`src/rrg_pkg.sv`:
```
// ----------------------------------------------------------------------------
// rrg_pkg: shared types and constants for the ranged random generator
// Item structs, generator constants and the controller/datapath interface.
// ----------------------------------------------------------------------------
package rrg_pkg;

  localparam int MIX_SHIFT = 33;
  localparam int DIV_STEPS = 32;
  localparam int CNT_W     = $clog2(DIV_STEPS);

  localparam logic [63:0] MIX_MULT = 64'd1111111111111111111;
  localparam logic [63:0] LCG_MULT = 64'h3243f6a8885a308d;

  localparam logic CMD_MIX  = 1'b0;
  localparam logic CMD_DRAW = 1'b1;

  typedef struct packed {
    logic               cmd;
    logic signed [63:0] mix_value;
    logic signed [31:0] min_value;
    logic signed [31:0] max_value;
  } in_t;

  typedef struct packed {
    logic signed [31:0] random_value;
    logic               range_error;
  } out_t;

  // Which 32x32 partial product the shared multiplier forms
  typedef enum logic [1:0] {
    MUL_LL,
    MUL_LH,
    MUL_HL
  } mul_sel_t;

  typedef struct packed {
    logic     load;
    logic     mix_add;
    logic     mul_en;
    mul_sel_t mul_sel;
    logic     acc_init;
    logic     acc_add;
    logic     fin;
    logic     div_step;
    logic     res_load;
  } dp_cmd_t;

  typedef struct packed {
    logic draw;
    logic range_bad;
  } dp_status_t;

endpackage

```
`src/rrg_datapath.sv`:
```
// ----------------------------------------------------------------------------
// rrg_datapath: generator state, shared multiplier and restoring divider
// Executes one command per cycle from the controller; holds the result data.
// ----------------------------------------------------------------------------
module rrg_datapath (
  input  logic                clk,
  input  logic                rst,
  input  rrg_pkg::in_t        in_data,
  input  rrg_pkg::dp_cmd_t    cmd,
  output rrg_pkg::dp_status_t status,
  output rrg_pkg::out_t       out_data
);

  logic [63:0] rng_state;
  logic [63:0] acc;
  logic [63:0] prod;
  logic [63:0] mix_value;
  logic [31:0] lo;
  logic [32:0] range;
  logic        draw;
  logic        range_bad;
  logic [31:0] dvd;
  logic [31:0] rem;

  logic [32:0] diff;
  logic [63:0] mult;
  logic [31:0] a_half;
  logic [31:0] c_half;
  logic [63:0] acc_inc;
  logic [32:0] rem_shift;
  logic [32:0] trial;

  assign diff = {in_data.max_value[31], in_data.max_value}
              - {in_data.min_value[31], in_data.min_value};

  assign mult    = draw ? rrg_pkg::LCG_MULT : rrg_pkg::MIX_MULT;
  assign acc_inc = acc + 64'd1;

  always_comb begin
    case (cmd.mul_sel)
      rrg_pkg::MUL_LL: begin
        a_half = rng_state[31:0];
        c_half = mult[31:0];
      end
      rrg_pkg::MUL_LH: begin
        a_half = rng_state[31:0];
        c_half = mult[63:32];
      end
      rrg_pkg::MUL_HL: begin
        a_half = rng_state[63:32];
        c_half = mult[31:0];
      end
      default: begin
        a_half = rng_state[31:0];
        c_half = mult[31:0];
      end
    endcase
  end

  // Restoring division step: remainder stays below range, so 32 bits hold it
  assign rem_shift = {rem, dvd[31]};
  assign trial     = rem_shift - range;

  always_ff @(posedge clk) begin
    if (rst) begin
      rng_state <= '0;
    end else if (cmd.mix_add) begin
      rng_state <= rng_state + mix_value;
    end else if (cmd.fin) begin
      if (draw) begin
        rng_state <= acc_inc;
      end else begin
        rng_state <= acc ^ (acc >> rrg_pkg::MIX_SHIFT);
      end
    end
  end

  always_ff @(posedge clk) begin
    if (cmd.load) begin
      draw      <= (in_data.cmd == rrg_pkg::CMD_DRAW);
      mix_value <= in_data.mix_value;
      lo        <= in_data.min_value;
      range_bad <= diff[32];
      range     <= diff + 33'd1;
    end
    if (cmd.mul_en) begin
      prod <= a_half * c_half;
    end
    if (cmd.acc_init) begin
      acc <= prod;
    end else if (cmd.acc_add) begin
      acc[63:32] <= acc[63:32] + prod[31:0];
    end
    if (cmd.fin && draw) begin
      dvd <= acc_inc[63:32];
      rem <= '0;
    end
    if (cmd.div_step) begin
      dvd <= {dvd[30:0], 1'b0};
      if (rem_shift >= range) begin
        rem <= trial[31:0];
      end else begin
        rem <= rem_shift[31:0];
      end
    end
    if (cmd.res_load) begin
      if (range_bad) begin
        out_data.random_value <= lo;
        out_data.range_error  <= 1'b1;
      end else begin
        out_data.random_value <= rem + lo;
        out_data.range_error  <= 1'b0;
      end
    end
  end

  assign status.draw      = draw;
  assign status.range_bad = range_bad;

endmodule

```
`src/rrg_controller.sv`:
```
// ----------------------------------------------------------------------------
// rrg_controller: command sequencer for the ranged random generator
// Steps the datapath through mix, multiply, divide and result phases.
// ----------------------------------------------------------------------------
module rrg_controller (
  input  logic                clk,
  input  logic                rst,
  input  logic                in_valid,
  output logic                in_ready,
  output logic                out_valid,
  input  logic                out_ready,
  input  rrg_pkg::dp_status_t status,
  output rrg_pkg::dp_cmd_t    cmd
);

  typedef enum logic [3:0] {
    S_IDLE,
    S_DECODE,
    S_MUL0,
    S_MUL1,
    S_MUL2,
    S_MUL3,
    S_FIN,
    S_DIV,
    S_RES
  } state_t;

  state_t                  state;
  state_t                  state_next;
  logic [rrg_pkg::CNT_W-1:0] cnt;
  logic                    in_xfer;
  logic                    out_free;

  assign in_ready = (state == S_IDLE);
  assign in_xfer  = in_valid && in_ready;
  assign out_free = !out_valid || out_ready;

  always_comb begin
    cmd         = '0;
    cmd.mul_sel = rrg_pkg::MUL_LL;
    state_next  = state;
    unique case (state)
      S_IDLE: begin
        cmd.load = in_xfer;
        if (in_xfer) state_next = S_DECODE;
      end
      S_DECODE: begin
        if (!status.draw) begin
          cmd.mix_add = 1'b1;
          state_next  = S_MUL0;
        end else if (status.range_bad) begin
          state_next = S_RES;
        end else begin
          state_next = S_MUL0;
        end
      end
      S_MUL0: begin
        cmd.mul_en  = 1'b1;
        cmd.mul_sel = rrg_pkg::MUL_LL;
        state_next  = S_MUL1;
      end
      S_MUL1: begin
        cmd.mul_en   = 1'b1;
        cmd.mul_sel  = rrg_pkg::MUL_LH;
        cmd.acc_init = 1'b1;
        state_next   = S_MUL2;
      end
      S_MUL2: begin
        cmd.mul_en  = 1'b1;
        cmd.mul_sel = rrg_pkg::MUL_HL;
        cmd.acc_add = 1'b1;
        state_next  = S_MUL3;
      end
      S_MUL3: begin
        cmd.acc_add = 1'b1;
        state_next  = S_FIN;
      end
      S_FIN: begin
        cmd.fin    = 1'b1;
        state_next = status.draw ? S_DIV : S_IDLE;
      end
      S_DIV: begin
        cmd.div_step = 1'b1;
        if (cnt == rrg_pkg::CNT_W'(rrg_pkg::DIV_STEPS - 1)) state_next = S_RES;
      end
      S_RES: begin
        // hold until the output register frees up
        cmd.res_load = out_free;
        if (out_free) state_next = S_IDLE;
      end
      default: state_next = S_IDLE;
    endcase
  end

  always_ff @(posedge clk) begin
    if (rst) begin
      state     <= S_IDLE;
      cnt       <= '0;
      out_valid <= 1'b0;
    end else begin
      state <= state_next;
      if (state == S_DIV) begin
        cnt <= cnt + 1'b1;
      end else begin
        cnt <= '0;
      end
      if (cmd.res_load) begin
        out_valid <= 1'b1;
      end else if (out_ready) begin
        out_valid <= 1'b0;
      end
    end
  end

  a_accept_decode: assert property (@(posedge clk) disable iff (rst)
    in_xfer |=> state == S_DECODE)
    else $error("accepted item did not enter decode");

  a_no_overwrite: assert property (@(posedge clk) disable iff (rst)
    cmd.res_load |-> (!out_valid || out_ready))
    else $error("result loaded over an untaken result");

  a_div_exit: assert property (@(posedge clk) disable iff (rst)
    (state == S_DIV && cnt == rrg_pkg::CNT_W'(rrg_pkg::DIV_STEPS - 1)) |=> state == S_RES)
    else $error("divider did not finish after its last step");

  a_mix_no_result: assert property (@(posedge clk) disable iff (rst)
    (state == S_FIN && !status.draw) |=> state == S_IDLE)
    else $error("mix command did not return to idle");

  a_load_valid: assert property (@(posedge clk) disable iff (rst)
    cmd.res_load |=> out_valid)
    else $error("result loaded without raising valid");

endmodule

```
`src/ranged_random_generator.sv`:
```
// ----------------------------------------------------------------------------
// ranged_random_generator: 64-bit LCG with mix and ranged draw commands
// Input channel carries cmd, mix_value, min_value and max_value; a draw
// returns one result (random_value, range_error), a mix returns nothing.
// Usage:
//   in_valid/in_ready/in_data take one command per transfer; in_ready is high
//   only while the block is idle, so one command is in flight at a time.
//   out_valid/out_ready/out_data deliver draw results from an output register.
// Command steps:
//   mix  : add, 3 partial products on one shared 32x32 multiplier,
//          accumulate, xor-shift; in_ready returns after the xor-shift.
//   draw : the same multiply and accumulate steps, then the 32-step
//          restoring divider that forms the modulo, then the result step.
//   draw with max below min: returns min with range_error set.
// Reset: synchronous rst clears the controller, the output valid and the
//   generator state, which starts at zero.
// Stall: a result waiting on out_ready holds in the output register; the next
//   command is accepted meanwhile, and a new draw waits at its result step.
// ----------------------------------------------------------------------------
module ranged_random_generator (
  input  logic          clk,
  input  logic          rst,
  input  logic          in_valid,
  output logic          in_ready,
  input  rrg_pkg::in_t  in_data,
  output logic          out_valid,
  input  logic          out_ready,
  output rrg_pkg::out_t out_data
);

  rrg_pkg::dp_cmd_t    dp_cmd;
  rrg_pkg::dp_status_t dp_status;
  rrg_pkg::out_t       res;
  logic                seq_in_ready;

  rrg_controller u_ctrl (
    .clk       (clk),
    .rst       (rst),
    .in_valid  (in_valid),
    .in_ready  (seq_in_ready),
    .out_valid (out_valid),
    .out_ready (out_ready),
    .status    (dp_status),
    .cmd       (dp_cmd)
  );

  rrg_datapath u_dp (
    .clk      (clk),
    .rst      (rst),
    .in_data  (in_data),
    .cmd      (dp_cmd),
    .status   (dp_status),
    .out_data (res)
  );

  assign in_ready = seq_in_ready;
  assign out_data = res;

endmodule
```
`config.mk`:
```
export PLATFORM = sky130hd
export DESIGN_NAME = ranged_random_generator
export DESIGN_NICKNAME = d
export VERILOG_FILES = /design/src/rrg_pkg.sv /design/src/rrg_datapath.sv /design/src/rrg_controller.sv /design/src/ranged_random_generator.sv
export SDC_FILE = /design/constraint.sdc
export NUM_CORES = 2
export LEC_CHECK = 0
export ABC_AREA = 1
export BUFFER_PORTS_ARGS = -buffer_cell sky130_fd_sc_hd__buf_2
export CORE_ASPECT_RATIO = 1.1
export CORE_MARGIN = 5
export CORE_UTILIZATION = 45
export CTS_BUF_LIST = sky130_fd_sc_hd__clkbuf_8
export DETAILED_ROUTE_END_ITERATION = 10
export HOLD_SLACK_MARGIN = 0.03
export PLACE_DENSITY = 0.59
export SLEW_MARGIN = 5
export SYNTH_ARGS = -nofsm -noshare
export SYNTH_HDL_FRONTEND = slang
export SYNTH_SLANG_ARGS = --single-unit
```
`constraint.sdc`:
```
create_clock -name clk -period 12.1 [get_ports clk]
set_clock_uncertainty 0.05 [all_clocks]
set_input_delay 0 -clock clk [delete_from_list [all_inputs] [get_ports clk]]
set_output_delay 0 -clock clk [all_outputs]
set_load 0.05 [all_outputs]
```
After elaboration in Yosys (flattened, before gate mapping)

Cells that the tools add are included.
Widths: inputs -> output; s select.

Register bits after elaboration: 430
Bits of input ports: 133
Logic and storage cells: 87

$add $sub $neg: 8
$mul: 1
Order comparisons: 1
Equal/unequal tests: 14
Mux-type cells: 32
Bitwise gates (word level): 2
Reduce and logical (&&, ||, !) cells: 12

Operators with widths:

| kind                  | count |
|---|---|
| $mux 32               | 9 |
| $mux 64               | 3 |
| $add 32x32->32        | 2 |
| $add 64x1->64 const B | 1 |
| $add 64x64->64        | 1 |
| $mul 32x32->64        | 1 |
| $xor 64x31->64        | 1 |
| $mux 62               | 1 |
| $pmux 4 s9            | 1 |
| $add 33x1->33 const B | 1 |
| $ge 33x33->1          | 1 |
| $mux 33               | 1 |
| $sub 32x32->33        | 1 |
| $sub 32x32->32        | 1 |
| $mux 4                | 5 |
| $eq 4x3->1 const B    | 4 |
| $mux 1                | 10 |
| $pmux 3 s3            | 1 |
| $eq 4x2->1 const B    | 2 |
| $reduce_bool 2->1     | 4 |
| $add 5x1->5 const B   | 1 |
| $eq 5x5->1 const B    | 1 |
| $eq 4x1->1 const B    | 1 |
| $eq 4x4->1 const B    | 1 |
| 12 further kinds      | 15 |

Logic depth before layout (Yosys ltp)

Depth after elaboration: 5
Depth in mapped cells: 40
Gate-level depth less buffers: 39

Cells and area by module

From an unflattened synthesis, not the netlist that was laid out.

Cells, all modules: 7932
Area total of the unflattened synthesis: 61936.9 um^2

Modules (own cells, without submodules):

| module         | instances | cells each | area each (um^2) | seq. area each (um^2) |
|---|---|---|---|---|
| rrg_datapath   | 1         | 7847       | 61373.9          | 11961.5 |
| rrg_controller | 1         | 85         | 563.0            | 200.2 |

Worst setup path after synthesis

No wires, ideal clock.

Path kind: reg-to-reg
Start point: register u_dp.draw
End point: register u_dp.prod[52], data pin
Library setup time: 0.252 ns
Data arrival time: 7.992 ns
Data required time: 11.798 ns
Setup slack: 3.806 ns
Cell stages (with the launch flop): 34
Period minus slack after synthesis: 8.294 ns
Cell sequence: edfxtp_1 clkbuf_1 inv_1 clkbuf_1 buf_1 ha_1 inv_1 clkbuf_1 clkbuf_1 nor2_1 inv_1 fa_1 fa_1 inv_1 fa_1 inv_1 fa_1 inv_1 fa_1 fa_1 fa_1 inv_1 fa_1 inv_1 ha_1 a21oi_1 nor2_1 nor2_1 a21boi_0 o21ai_0 a221oi_1 nand2_1 nand2_1 nand2_1

Word-level cells in the longest chain between the ends: 3

Ends and longest elaborated chain:

| what                     | RTL line           | RTL |
|---|---|---|
| start: declaration       | rrg_datapath.sv:20 | `logic draw;` |
| start signal: assignment | rrg_datapath.sv:80 | `draw <= (in_data.cmd == rrg_pkg::CMD_DRAW);` |
| $mux 62                  | rrg_datapath.sv:36 | `assign mult = draw ? rrg_pkg::LCG_MULT : rrg_pkg::MIX_MULT;` |
| $mux 32                  | rrg_datapath.sv:40 | `case (cmd.mul_sel)` |
| $mul 32x32->64           | rrg_datapath.sv:87 | `prod <= a_half * c_half;` |
| end signal: assignment   | rrg_datapath.sv:87 |  |
| end: declaration         | rrg_datapath.sv:16 | `logic [63:0] prod;` |

No other way between the ends.
A chain may end at the register's enable or synchronous reset.

Final worst setup path

Start point: register u_ctrl.state[2]
End point: register u_dp.prod[52], data pin

Word-level cells in the longest chain between the ends: 5
Elaborated cells on any way between the ends: 9
Classes of those cells: mul: 1; eq/ne: 5; mux: 3

Ends and longest elaborated chain:

| what                                     | RTL line              | RTL |
|---|---|---|
| start: declaration                       | rrg_controller.sv:28  | `state_t state;` |
| start signal: assignment                 | rrg_controller.sv:101 | `state <= state_next;` |
| $eq 4x3->1 or $eq 4x2->1 (tied branches) | rrg_controller.sv:42  | `unique case (state)` |
| $pmux 3 s3 *                             | rrg_controller.sv:42  |  |
| $eq 2x2->1 or $eq 2x1->1 (tied branches) | rrg_datapath.sv:40    |  |
| $mux 32                                  | rrg_datapath.sv:40    |  |
| $mul 32x32->64 *                         | rrg_datapath.sv:87    |  |

Every way passes the cells marked *; elsewhere a longest branch is shown, timed or not.

==> summary.md <==
| Metric | Value |
|---|---|
| Status | `complete, no violations` |
| Via Count | `55,600` |
| #FFs+latches synth | `430` |
| Multi-input gate area | `42,600 sq um` |
| Share of cells above drive strength 1 | `5.22%` |
| RSZ-0062 raised after global routing | `no` |
| Hold/Removal Path Class | `in -> reg` |
| Setup bufs post-CTS | `0` |
| Clock buffer count from CTS | `74` |
| Met3 Usage GRT | `3.86%` |
| Busiest grt layer | `met2` |
| Routability cong. | `1.02` |
| Grt total ovfl | `0` |
| Register area | `12,200 sq um` |
| Cell variety after synth | `56` |
| Kind of critical path | `reg -> reg` |
| Clk root buf | `clkbuf_8` |
| Max cap viols | `0` |
| Max incr delay on CP | `0.98 ns` |
| Reg2reg setup slack | `1.34 ns` |
| Top Ports | `168` |
| Required @ worst endpoint | `12.54 ns` |
| Rel. slew slack | `15.9%` |
| Port-buffer cells | `167` |
| Post-Route WL | `253,000 microns` |
| Met1 Resource Use GR | `42.7%` |
| Most common cell in the netlist | `inv_1` |
| Critical Path Slowest Stage Cell | `o21ai_1` |
| Ys async rst share | `0%` |
| Mapped Area | `62,200 sq um` |
| Worst slew pin tran | `1.25 ns` |
| Post-route ant nets | `0` |
| Share of the synthesized area in the top cell type | `25.3%` |
| Row cnt | `143` |
| Syn_area_per_cell | `7.81 sq um` |
| Resized Gates After CTS | `0` |
| Element type at the critical path end | `flop` |
| Pre-CTS setup slack | `1.53 ns` |
| Post-synth EDFFs | `355` |
| Final max-slew violation count | `0` |
| Clock Latency Late Sink | `0.76 ns` |
| CP arrival | `11.20 ns` |
| DR WL/cell | `24.8 microns` |
| DP HPWL | `216,000 microns` |
| Syn nets | `9,449` |
| Area growth, synth to finish | `10.6%` |
| Reg clk slew, reported paths | `0.06 ns` |
| Top cells by count, synth | `1,824 x inv_1, 1,384 x nand2_1, 1,013 x nor2_1, 787 x fa_1, 569 x ha_1` |
| Initial Util | `45.1%` |
| Post-route clock period utilization | `88.9%` |
| # fillers | `13,800` |
| Worst setup margin | `1.34 ns` |
| GRT Resource Usage Total | `34.5%` |
| H-tree depth | `3` |
| Startpoint Class | `flop` |
| Vias per inst | `5.46` |
| Warnings, synthesis | `0` |
| Core area | `138,000 sq um` |
| Pin count of the biggest net entering global routing | `70` |
| Vias in the first global route | `57,000` |
| Sequential area share after synthesis | `19.6%` |
| First drt pass iteration count | `6` |
| Final Hold Violating Endpoints | `0` |
| Top post-synthesis cells by area | `fa_1 25%, edfxtp_1 17%, ha_1 11%, inv_1 11%, nand2_1 8.4%` |
| Clk buf depth | `3` |
| Syn Inst Count | `7,960` |
| Largest area contributor in the netlist | `fa_1` |
| Die Span Y | `400 microns` |
| First-pass GRT wire length | `368,000 microns` |
| Die width | `364 microns` |
| Setup_tns | `0 ns` |
| Met2 Use GR | `59.0%` |
| CTS Sinks | `430` |
| Fmax | `92.9 MHz` |
| Critical Path Fanout Max | `29` |
| Drt drc | `0` |
| CTS tree | `done` |
| Ys flop type | `edfxtp_1` |
| Setup Viol. Count Final | `0` |
| Nets | `9,818` |
| Die ar. | `146,000 sq um` |
| Initial antenna violation count | `3` |
| Final min period | `10.76 ns` |
| 1st-iter DRT viols | `5,138` |
## through the flow
stage	util [%]	hold WS [ns]	cells	area (sq um)
floorplan	-	0.0489	7960	62200
global placement	47.3	0.128	9852	65100
CTS	49.9	0.0325	10200	68700
finish	49.9	0.109	10200	68800
detailed placement	47.3	0.128	9852	65100
global route	49.9	0.0861	10200	68700
## cell usage in the layout, fill, tap and decap left out, types with 37 or more instances in the layout
cell type	count
nand4_1	66
xor2_1	120
nor2_1	1007
buf_4	51
nor3_1	76
clkbuf_8	79
or2_2	44
a31oi_1	37
ha_1	567
a21oi_1	415
edfxtp_1	355
nand3_1	327
buf_2	167
dlygate4sd3_1	213
nand2_1	1382
o21bai_1	48
o21ai_0	335
xnor2_1	61
inv_1	1843
dfxtp_1	75
fa_1	787
## sequential cells by signal, summed over array words and instances, names as in the netlist
| signal | flops |
|---|---|
| u_ctrl.state | 4 |
| u_dp.range | 33 |
| u_dp.range_bad | 1 |
| u_ctrl.out_valid | 1 |
| u_ctrl.cnt | 5 |
| u_dp.acc | 64 |
| u_dp.out_data | 33 |
| u_dp.prod | 64 |
| u_dp.dvd | 32 |
| u_dp.lo | 32 |
| u_dp.mix_value | 64 |
| u_dp.draw | 1 |
| u_dp.rem | 32 |
| u_dp.rng_state | 64 |
## final cells by class
type | count | area share [%]
inverter | 1842 | 10.1
antenna | 2 | 0.00728
tap | 1812 | 3.30
clock inverter | 53 | 0.568
clock buffer | 79 | 1.58
timing repair buffer | 431 | 4.87
sequential | 430 | 17.7
multi-input combinational | 5550 | 61.9
## path summary, 6_finish.rpt
| check | from | endpoint | depth (start not counted) |
|---|---|---|---|
| worst min-delay path | in_data[14] | u_dp.range[14]$_DFFE_PP_ | 5 |
| worst max-delay path | u_ctrl.state[2]$_SDFFE_PP0P_ | u_dp.prod[52]$_DFFE_PP_ | 31 |
| worst min register to register | u_ctrl.cnt[0]$_SDFF_PP0_ | u_ctrl.cnt[0]$_SDFF_PP0_ | 1 |
| worst max register to register | u_ctrl.state[2]$_SDFFE_PP0P_ | u_dp.prod[52]$_DFFE_PP_ | 31 |
## what timing repair did
| item | 4_1_cts | 5_1_grt |
|---|---|---|
| hold buffers | 213 | 0 |
| setup endpoints to repair | 0 | 0 |
| hold endpoints to repair | 212 | 0 |
## cells by family (layout without fill, tap and decap cells)
kind of cell | Yosys count | count (layout) | share of synthesized area, %
flops | 430 | 430 | 19.6
simple gates | 3000 | 3000 | 19.9
compound gates | 1012 | 1012 | 9.15
xor+xnor | 181 | 181 | 2.55
other cells | 0 | 2 | 0
fa+ha+maj | 1356 | 1356 | 36.8
mux | 1 | 1 | 0.0161
buf+inv | 1980 | 2405 | 12.0
## routing by layer
layer | share of wire [%] | vias up
li1 | - | 25600
met1 | 39 | 27100
met2 | 48 | 2297
met3 | 6.2 | 623
met4 | 6.6 | 2
met5 | 0.0051 | -
## worst max-delay path, delay by kind of cell (launching register included)
family                     cells  cell delay, ns
DFF                            1            0.36
and+or+nand+nor                7            1.58
adders and majority gates      9            4.61
AOI/OAI and AO/OA              5            2.02
buffers and inverters         10            1.84
Power is not shown: default switching activity piles up to over one toggle a cycle in this logic, so the estimate is an artifact.
